===== config.mk =====
export PLATFORM = sky130hd
export DESIGN_NAME = slc_lookup
export DESIGN_NICKNAME = d
export VERILOG_FILES = /design/src/design/slc_pkg.sv /design/src/design/slc_lookup.sv
export SDC_FILE = /design/constraint.sdc
export NUM_CORES = 1
export LEC_CHECK = 0
export BUFFER_PORTS_ARGS = -buffer_cell sky130_fd_sc_hd__buf_2
export CORE_AREA = 4 4 441 443
export DETAILED_ROUTE_END_ITERATION = 8
export DIE_AREA = 0 0 445 447
export PLACE_DENSITY = 0.3
export SYNTH_ARGS = -nofsm -noshare
export SYNTH_HDL_FRONTEND = slang
export SYNTH_SLANG_ARGS = --single-unit

===== constraint.sdc =====
create_clock -name vclk -period 26.6
set_input_delay 6.65 -clock vclk [all_inputs]
set_output_delay 6.65 -clock vclk [all_outputs]
set_load 0.005 [all_outputs]

===== src/design/slc_pkg.sv =====
package slc_pkg;

  localparam int WAYS         = 8;
  localparam int MAX_SET_BITS = 6;
  localparam int SETS         = 1 << MAX_SET_BITS;
  localparam int WAY_W        = (WAYS > 1) ? $clog2(WAYS) : 1;
  localparam int WCNT_W       = $clog2(WAYS + 1);
  localparam int AGE_W        = WAY_W;
  localparam int TAG_W        = 62;
  localparam int ADDR_W       = 64;
  localparam int CNT_W        = 32;
  localparam int MAX_OFF_BITS = 16;

  localparam int SB_W  = 3;
  localparam int OB_W  = 5;
  localparam int WR_W  = 4;
  localparam int CFG_W = 5;
  localparam int CFG_A = 2;

  localparam int OUT_FIELDS_W = 2 + 1 + 1 + 3 * CNT_W;
  localparam int OUT_W        = ((OUT_FIELDS_W + 7) / 8) * 8;

  localparam logic [1:0] REQ_LOAD   = 2'd0;
  localparam logic [1:0] REQ_STORE  = 2'd1;
  localparam logic [1:0] REQ_MODIFY = 2'd2;
  localparam logic [1:0] REQ_NONE   = 2'd3;

  localparam logic [CFG_A-1:0] CFG_SET_BITS = 2'd0;
  localparam logic [CFG_A-1:0] CFG_OFF_BITS = 2'd1;
  localparam logic [CFG_A-1:0] CFG_WAYS     = 2'd2;

  localparam logic [AGE_W-1:0] AGE_MAX = AGE_W'(WAYS - 1);

  typedef struct packed {
    logic             vld;
    logic [TAG_W-1:0] tag;
    logic [AGE_W-1:0] age;
  } way_t;

  typedef way_t [WAYS-1:0] row_t;

  typedef struct packed {
    logic hit;
    logic evict;
    row_t new_row;
  } lk_res_t;

endpackage


===== src/design/slc_lookup.sv =====
module slc_lookup (
  input  slc_pkg::row_t              row,
  input  logic [slc_pkg::TAG_W-1:0]  tag,
  input  logic [slc_pkg::WCNT_W-1:0] ways,
  output slc_pkg::lk_res_t           res
);
  import slc_pkg::*;

  logic             hit_found;
  logic [WAY_W-1:0] hit_w;
  logic             emp_found;
  logic [WAY_W-1:0] emp_w;
  logic [AGE_W-1:0] max_age;
  logic [WAY_W-1:0] vic_w;
  logic [WAY_W-1:0] tgt_w;
  logic [AGE_W-1:0] old_age;
  logic             grow_all;
  row_t             nrow;

  always_comb begin
    hit_found = 1'b0;
    hit_w     = '0;
    emp_found = 1'b0;
    emp_w     = '0;
    max_age   = row[0].age;
    vic_w     = '0;
    for (int i = 0; i < WAYS; i++) begin
      if (WCNT_W'(i) < ways && row[i].vld && row[i].tag == tag && !hit_found) begin
        hit_found = 1'b1;
        hit_w     = WAY_W'(i);
      end
    end
    for (int i = 0; i < WAYS; i++) begin
      if (WCNT_W'(i) < ways && !row[i].vld) begin
        emp_found = 1'b1;
        emp_w     = WAY_W'(i);
      end
    end
    // lowest way among the oldest
    for (int i = 1; i < WAYS; i++) begin
      if (WCNT_W'(i) < ways && row[i].age > max_age) begin
        max_age = row[i].age;
        vic_w   = WAY_W'(i);
      end
    end

    if (hit_found) begin
      tgt_w    = hit_w;
      old_age  = row[hit_w].age;
      grow_all = 1'b0;
    end else if (emp_found) begin
      tgt_w    = emp_w;
      old_age  = '0;
      grow_all = 1'b1;
    end else begin
      tgt_w    = vic_w;
      old_age  = max_age;
      grow_all = 1'b0;
    end

    nrow = row;
    for (int i = 0; i < WAYS; i++) begin
      if (WCNT_W'(i) < ways && WAY_W'(i) != tgt_w && row[i].vld &&
          (grow_all || row[i].age < old_age) && row[i].age != AGE_MAX) begin
        nrow[i].age = row[i].age + 1'b1;
      end
    end
    nrow[tgt_w].vld = 1'b1;
    nrow[tgt_w].tag = tag;
    nrow[tgt_w].age = '0;

    res.hit     = hit_found;
    res.evict   = !hit_found && !emp_found;
    res.new_row = nrow;
  end

endmodule


Yosys cells after proc, flatten, opt, wreduce, memory -nomap -nowiden --
Index checks and enable logic that the tools add are counted.
Word-level totals: flip-flop bits (word level) 0, bits of input ports 594, output and inout port bits 530
Operators by class: add/sub/neg operators 8, order comparisons 26, eq/ne operators 23, mux-type cells 69, reduce and logical (&&, ||, !) cells 98
Operator list (count):
- $bwmux W528 | 3
- $demux W66 S3 | 3
- $eq A62 B62 Y1 | 8
- $bmux W66 S3 | 1
- $mux W3 | 39
- $logic_and A1 B1 Y1 | 72
- $mux W66 | 1
- $mux W65 | 1
- $add A3 B1 Y3 const B | 8
- $lt A3 B3 Y1 | 8
- $ne A3 B3 Y1 const B | 8
- $gt A3 B3 Y1 | 7
- $mux W1 | 21
- $logic_not A1 Y1 | 17
- $lt A3 B4 Y1 const A | 4
- $ne A3 B3 Y1 const A | 4
- $logic_or A1 B1 Y1 | 8
- $lt A1 B4 Y1 const A | 2
- $lt A2 B4 Y1 const A | 2
- $lt A3 B4 Y1 const B | 2
- $ne A2 B3 Y1 const A | 2
- $ge A3 B1 Y1 const B | 1
- $ne A1 B3 Y1 const A | 1
- $reduce_bool A3 Y1 | 1

Depth between registers and ports, before layout --
Gate-level depths: netlist of run 1.
depth after elaboration 36, mapped depth 55

Worst setup path before layout of run 1 --
OpenSTA, ideal clock, no wires.
path kind input port to output port, start input port row[2] in the netlist's numbering, end output port res[100] in the netlist's numbering, arrival time 16352 ps, data required time 19950 ps, path slack 3598 ps, stages 52, path buffers 2, cells stage by stage inv_1 > ha_1 > nand2_1 > o21ai_0 > nand2_1 > o21ai_0 > ha_1 > nor2_1 > nor2_1 > a31o_2 > o21ai_1 > and3_1 > nor2_1 > nand2_1 > o21ai_0 > ha_1 > nor2_1 > a2111oi_0 > (+16 left out) > a21o_1 > a21oi_1 > a311oi_1 > and2_1 > nor2_1 > ha_1 > nor2b_1 > o21ai_0 > a21oi_1 > or2_2 > inv_1 > a21boi_0 > o21ai_0 > nand2_1 > nor2_1 > buf_2 > buf_2 > mux2_2
RTL lines:
- start, declared | RTL line slc_lookup.sv:2 | input slc_pkg::row_t row,
- end, declared | RTL line slc_lookup.sv:5 | output slc_pkg::lk_res_t res

==> reports/metrics.cfg, run 1 <==
[pwr]
total_power_mw = 0.659
seq_power_share = 0
power_frac_comb = 1.000
static-leakage-power_nw = 9.96
p_sw_mw = 0.416
p_int_mw = 0.243
ir_drop_mv = 0.0181
clkPwrFrac = 0
power.share.switching = 0.631
power_density_mw_per_mm2 = 26.4

[logic_synthesis]
synth_xor_area_frac = 0.270
synth_compound_area_frac = 0.0806
netlist_area_mm2 = 0.0159
synth_mux_area_frac = 0.358
ys_warn_count = 0
syn_inst = 2005
ys_seq_area_frac = 0
synthAdderAreaFrac = 0.0234
synth_fp_nets = 2628
synth-simple-area-share = 0.205
synth_top_family_by_area = multiplexers
synth.avg_cell_area_um2 = 7.94
synth_cell_type_count = 81

[global_route]
grt_pass1_wl_um = 287000
grt_max_degree = 70
grt_pass1_vias = 23400
grt_antenna_before_repair = 213
grt_use_total = 0.226
grt_overflow = 0

[worst_setup_path]
end_kind = output pin
cp_slowest_cell = o21ai_0
worst-path-max-fanout = 30
criticalPathCategory = in -> out
arrival_ps = 18900
max_stage_delay_ps = 1030
cp_data_required_time_ps = 19950
cp-start-kind = input port
worst_path_most_repeated_cell = nor2_1

[placement]
dpl.hpwl_um = 201000
place_inst = 5548
place.gp.congestion = 0.917
portBuffers = 1124

[sta]
finalSetupViolations = 0
slew_headroom = 0.201
hold_violations = 0
report.final.slew_viol_count = 0
finalCritPeriodShare = 0.961
timing.fmax_mhz = 39.1
worst_pin_slew_ps = 1200
hold_ws_ps = 13620
fin_crit_ps = 25550
tns_ps = 0
rsz0062_at_grt = false

[clocking]
ctsResizeCount = 0
post_cts_buffers = 0
cts_hold_buf = 0

[finish]
n_clock_buffer = 0
fin_nets = 3662
seq_area_um2 = 0
fill_cells = 22200
finalCoreUtilization = 0.131
seq_cells = 0
drive_above_1_share = 0.577
instances_no_fill = 5636
area_growth_pct = 56.8
multiInputGateArea_mm2 = 0.0150

[hold_path]
hp-class = in -> out
hold_start = row[131]
whs_endpoint = res[131]
hold_depth = 3

[drt]
ant_nets = 0
viasPerCell = 4.24
avgRoutedWirePerCell_um = 42.4
drcViolationCount = 0
wirelength_um = 239000
vias = 23900
drt_first_iter_violations = 2867
dr.pass1.iters = 8

[die]
die-area_mm2 = 0.199
die_x_um = 445
row_count = 160
core_mm2 = 0.190
die_h_um = 447
start_util = 0.0838
ioPinCount = 1124

[status]
outcome = completed

[flow_run]
cap_viol_max_count = 0

==> cell usage after synthesis, types with 8 or more instances <==
cell / instances / area (µm²)
xnor2_1: 310 / 2720
nand3_1: 41 / 205
nand4_1: 155 / 970
buf_2: 89 / 445
nand2b_1: 22 / 138
o21ai_1: 10 / 50.1
o21ai_0: 40 / 200
nor4_1: 106 / 663
nor3_1: 14 / 70.1
o31a_1: 13 / 114
o211ai_1: 11 / 82.6
nand4b_1: 8 / 70.1
clkbuf_1: 94 / 353
or2_2: 13 / 81.3
nand2_1: 85 / 319
mux2i_1: 21 / 210
a21oi_1: 28 / 140
mux2_2: 487 / 5480
inv_1: 37 / 139
ha_1: 29 / 363
xor2_1: 181 / 1590
or4_1: 12 / 90.1
nor2_1: 60 / 225
==> cells in the final DEF, fill, tap and decap left out, types with 5 or more instances in the layout <==
cell and n:
nand2b_1 22, nor2_1 56, nor2b_1 7, o21ai_0 37, ha_1 29, o31a_1 13, xor2_1 181, nand3_1 41
or2_2 13, diode_2 88, mux2_2 487, nand2_1 81, xnor2_1 310, mux2i_1 21, buf_2 1124, inv_1 37
nand4b_1 8, o21ai_1 13, or4_1 12, and4_1 6, buf_4 90, nand4_1 155, buf_12 7, nor4_1 105
nor3_1 14, a21o_1 5, nor4b_1 7, o21a_1 6, a21oi_1 28, a31oi_1 5, o211ai_1 11
==> worst max-delay path by stage <==
stage	slack, ps	to	start	depth (start not counted)
6_report	1050	res[194]	row[2]	50
5_1_grt	50	res[194]	row[2]	50
4_1_cts	1330	res[194]	row[2]	49
3_5_place_dp	1360	res[194]	row[2]	49
3_3_place_gp	690	res[46]	row[2]	53
2_1_floorplan	3600	res[100]	row[2]	52
==> kinds of logic after synthesis <==
kind of cell	Yosys count
simple gates	569
mux	508
xor+xnor	491
buf+inv	229
compound gates	178
fa+ha+maj	30
==> worst max-delay path: cells and delay by family <==
family	cells	cell delay, ps
compound gates	19	5810
buf+inv	4	680
simple gates	17	2490
fa+ha+maj	7	2090
mux	3	1110
==> stage by stage <==
| stage | instance area [µm²] | worst slack (ps) |
|---|---|---|
| final | 25000 | 1050 |
| after global routing | 24800 | 47.8 |
| after CTS | 24700 | 1330 |
| after detailed placement | 24700 | 1360 |
| after global placement | 24700 | 689 |
| after floorplan | 15900 | 3600 |
==> cell type report <==
type | instances | area share
Antenna cell | 88 | 0.00882
Inverter | 37 | 0.00556
Multi-Input combinational cell | 1776 | 0.600
Tap cell | 2511 | 0.126
Timing Repair Buffer | 1224 | 0.259
==> power groups by stage <==
| stage | logic, mW | clock network, mW | registers [mW] |
|---|---|---|---|
| finish | 0.659 | 0.000000130 | 0 |
| detailed placement | 0.657 | 0 | 0 |
| floorplan | 0.284 | 0 | 0 |
| global route | 0.685 | 0.0000000982 | 0 |
| global placement | 0.661 | 0 | 0 |
| CTS | 0.660 | 0 | 0 |
==> layer usage <==
metal	up-vias	wire length (µm)	track usage
met5	-	520	0
met1	12200	90500	0.265
met4	82	11700	0.0964
li1	9536	-	-
met2	1666	115000	0.386
met3	437	21200	0.0609
(Power assumes the default switching activity.)
==> run 2, diff against run 1 <==
--- a/config.mk
+++ b/config.mk
@@ -5,11 +5,12 @@
 export SDC_FILE = /design/constraint.sdc
 export NUM_CORES = 1
 export LEC_CHECK = 0
+export ABC_AREA = 1
 export BUFFER_PORTS_ARGS = -buffer_cell sky130_fd_sc_hd__buf_2
-export CORE_AREA = 4 4 441 443
+export CORE_AREA = 4 4 434 436
 export DETAILED_ROUTE_END_ITERATION = 8
-export DIE_AREA = 0 0 445 447
-export PLACE_DENSITY = 0.3
+export DIE_AREA = 0 0 438 440
+export PLACE_DENSITY = 0.32
 export SYNTH_ARGS = -nofsm -noshare
 export SYNTH_HDL_FRONTEND = slang
 export SYNTH_SLANG_ARGS = --single-unit
==> reports/metrics.cfg, run 2 <==
[worst_setup_path]
worst-path-max-fanout = 84  ; +180%
end_kind = output pin
cp-start-kind = input port
criticalPathCategory = in -> out
max_stage_delay_ps = 490  ; -540 ps
arrival_ps = 16950  ; -1950 ps
cp_data_required_time_ps = 19950  ; about the same
cp_slowest_cell = nor2_8

[sta]
report.final.slew_viol_count = 0  ; unchanged
finalSetupViolations = 0  ; unchanged
tns_ps = 0  ; unchanged
fin_crit_ps = 23600  ; -1950 ps
rsz0062_at_grt = false
hold_violations = 0  ; unchanged
slew_headroom = 0.143  ; -0.0583
finalCritPeriodShare = 0.887  ; -0.0733
timing.fmax_mhz = 42.4  ; +8.3%
worst_pin_slew_ps = 1280  ; +86.0 ps

[hold_path]
hold_depth = 4  ; +1
hp-class = in -> out
hold_start = row[52]
whs_endpoint = res[52]

[logic_synthesis]
ys_warn_count = 0  ; unchanged
synth_xor_area_frac = 0.166  ; -0.104
synth-simple-area-share = 0.489  ; +0.284
synth.avg_cell_area_um2 = 5.16  ; -35%
synth_mux_area_frac = 0  ; -0.358
synth_compound_area_frac = 0.175  ; +0.0940
yosys.area.top_type = nand2_1
synth_top_family_by_area = simple AND/OR/NAND/NOR gates
synth_cell_type_count = 58  ; -28%
ys_seq_area_frac = 0  ; unchanged
yosysMostFrequentCell = nand2_1
netlist_area_mm2 = 0.0182  ; +14%
synthAdderAreaFrac = 0.0200  ; -0.00344
synth_fp_nets = 4144  ; +58%
synth_top_area_share = 0.194  ; -0.150
yosys-top-cells-count = 941 x nand2_1, 396 x inv_1, 392 x nor2_1
syn_inst = 3521  ; +76%
synthTopCellsByArea = nand2_1 19%, xor2_1 11%, inv_1 8.2%

[placement]
dpl.hpwl_um = 246000  ; +22%
place_inst = 7065  ; +27%
portBuffers = 1124  ; unchanged
place.gp.congestion = 0.954  ; +4.0%
placed_cell_area_mm2 = 0.0267  ; +7.9%

[global_route]
grt_antenna_before_repair = 158  ; -26%
grt_pass1_vias = 30200  ; +29%
grt_overflow = 0  ; unchanged
grt_pass1_wl_um = 364000  ; +27%
grt_max_degree = 104  ; +49%
grt_use_total = 0.297  ; +0.0707

[drt]
wirelength_um = 302000  ; +27%
avgRoutedWirePerCell_um = 42.3  ; -0.11%
drcViolationCount = 0  ; unchanged
drt_first_iter_violations = 4427  ; +54%
ant_nets = 0  ; unchanged
dr.pass1.iters = 7  ; -1
vias = 32800  ; +37%
viasPerCell = 4.60  ; +8.4%

[clocking]
ctsResizeCount = 0  ; unchanged
cts_hold_buf = 0  ; unchanged
post_cts_buffers = 0  ; unchanged

[die]
die-area_mm2 = 0.193  ; -3.1%
core_mm2 = 0.185  ; -2.8%
ioPinCount = 1124  ; unchanged
die_h_um = 440  ; -1.6%
die_x_um = 438  ; -1.6%
start_util = 0.0984  ; +0.0146
row_count = 158  ; -1.3%

[finish]
finalCoreUtilization = 0.146  ; +0.0142
drive_above_1_share = 0.303  ; -0.275
fin_nets = 5210  ; +42%
most-common-layout-cells = 1124 x buf_2, 940 x nand2_1, 392 x nor2_1
seq_area_um2 = 0  ; unchanged
n_clock_buffer = 0  ; unchanged
postLayoutCellArea_mm2 = 0.0269  ; +7.7%
instances_no_fill = 7147  ; +27%
seq_cells = 0  ; unchanged
layout_commonest_cell = buf_2
area_growth_pct = 48.1

[flow_run]
cap_viol_max_count = 0  ; unchanged

[status]
outcome = completed

## run 2: cell types whose count changed in the layout (fill, tap and decap cells not counted), sizes merged, moves of 19 or more
cell / before / now
nand2: 85 / 960
buf: 1224 / 1243
nor2: 60 / 402
inv: 37 / 416
nand2b: 22 / 1
nor4: 107 / 136
mux2i: 21 / 0
o21ai: 50 / 530
xor2: 181 / 223
nor3: 15 / 80
xnor2: 310 / 122
mux2: 487 / 0
nand3: 41 / 135
## run 2: cells by family (layout without fill, tap and decap cells)
family	count (synthesis)	in the layout
compound gates	595	595
simple gates	1946	1946
other cells	0	82
xor+xnor	345	345
buf+inv	606	1670
fa+ha+maj	29	29
## run 2: worst max-delay path: cells and delay by family
kind | cells | cell delay (ps)
buffers and inverters | 10 | 1610
AOI/OAI and AO/OA | 14 | 2680
and+or+nand+nor | 27 | 3820
adders and majority gates | 7 | 2050
## run 2: through the flow
step / hold slack, ps / setup slack (ps)
floorplan: 13360 / 5550
global placement: 13610 / 2950
detailed placement: 13610 / 3160
CTS: 13610 / 3110
global route: 13630 / 2180
finish: 13610 / 3000
## run 2: worst max-delay path by stage
stage           start        to  slack (ps)  cells after the start
3_5_place_dp   row[2]  res[147]        3160                     61
3_3_place_gp   row[2]   res[32]        2950                     57
6_report       row[2]   res[32]        3000                     58
5_1_grt        row[2]   res[32]        2180                     58
2_1_floorplan  row[2]  res[402]        5550                     60
4_1_cts        row[2]  res[147]        3110                     61
## run 2: layout make-up
type,count,area [µm²]
Fill cell,22400,158000
Multi-Input combinational cell,2915,15500
Timing Repair Buffer,1243,6520
Tap cell,2480,3100
Inverter,427,1610
Antenna cell,82,205
## run 2: metal layers
layer / vias up / part of all wire / global-route usage
li1: 13800 / - / -
met1: 16000 / 0.40 / 0.370
met2: 2361 / 0.44 / 0.466
met3: 516 / 0.091 / 0.0755
met4: 88 / 0.062 / 0.161
met5: - / 0.0019 / 0
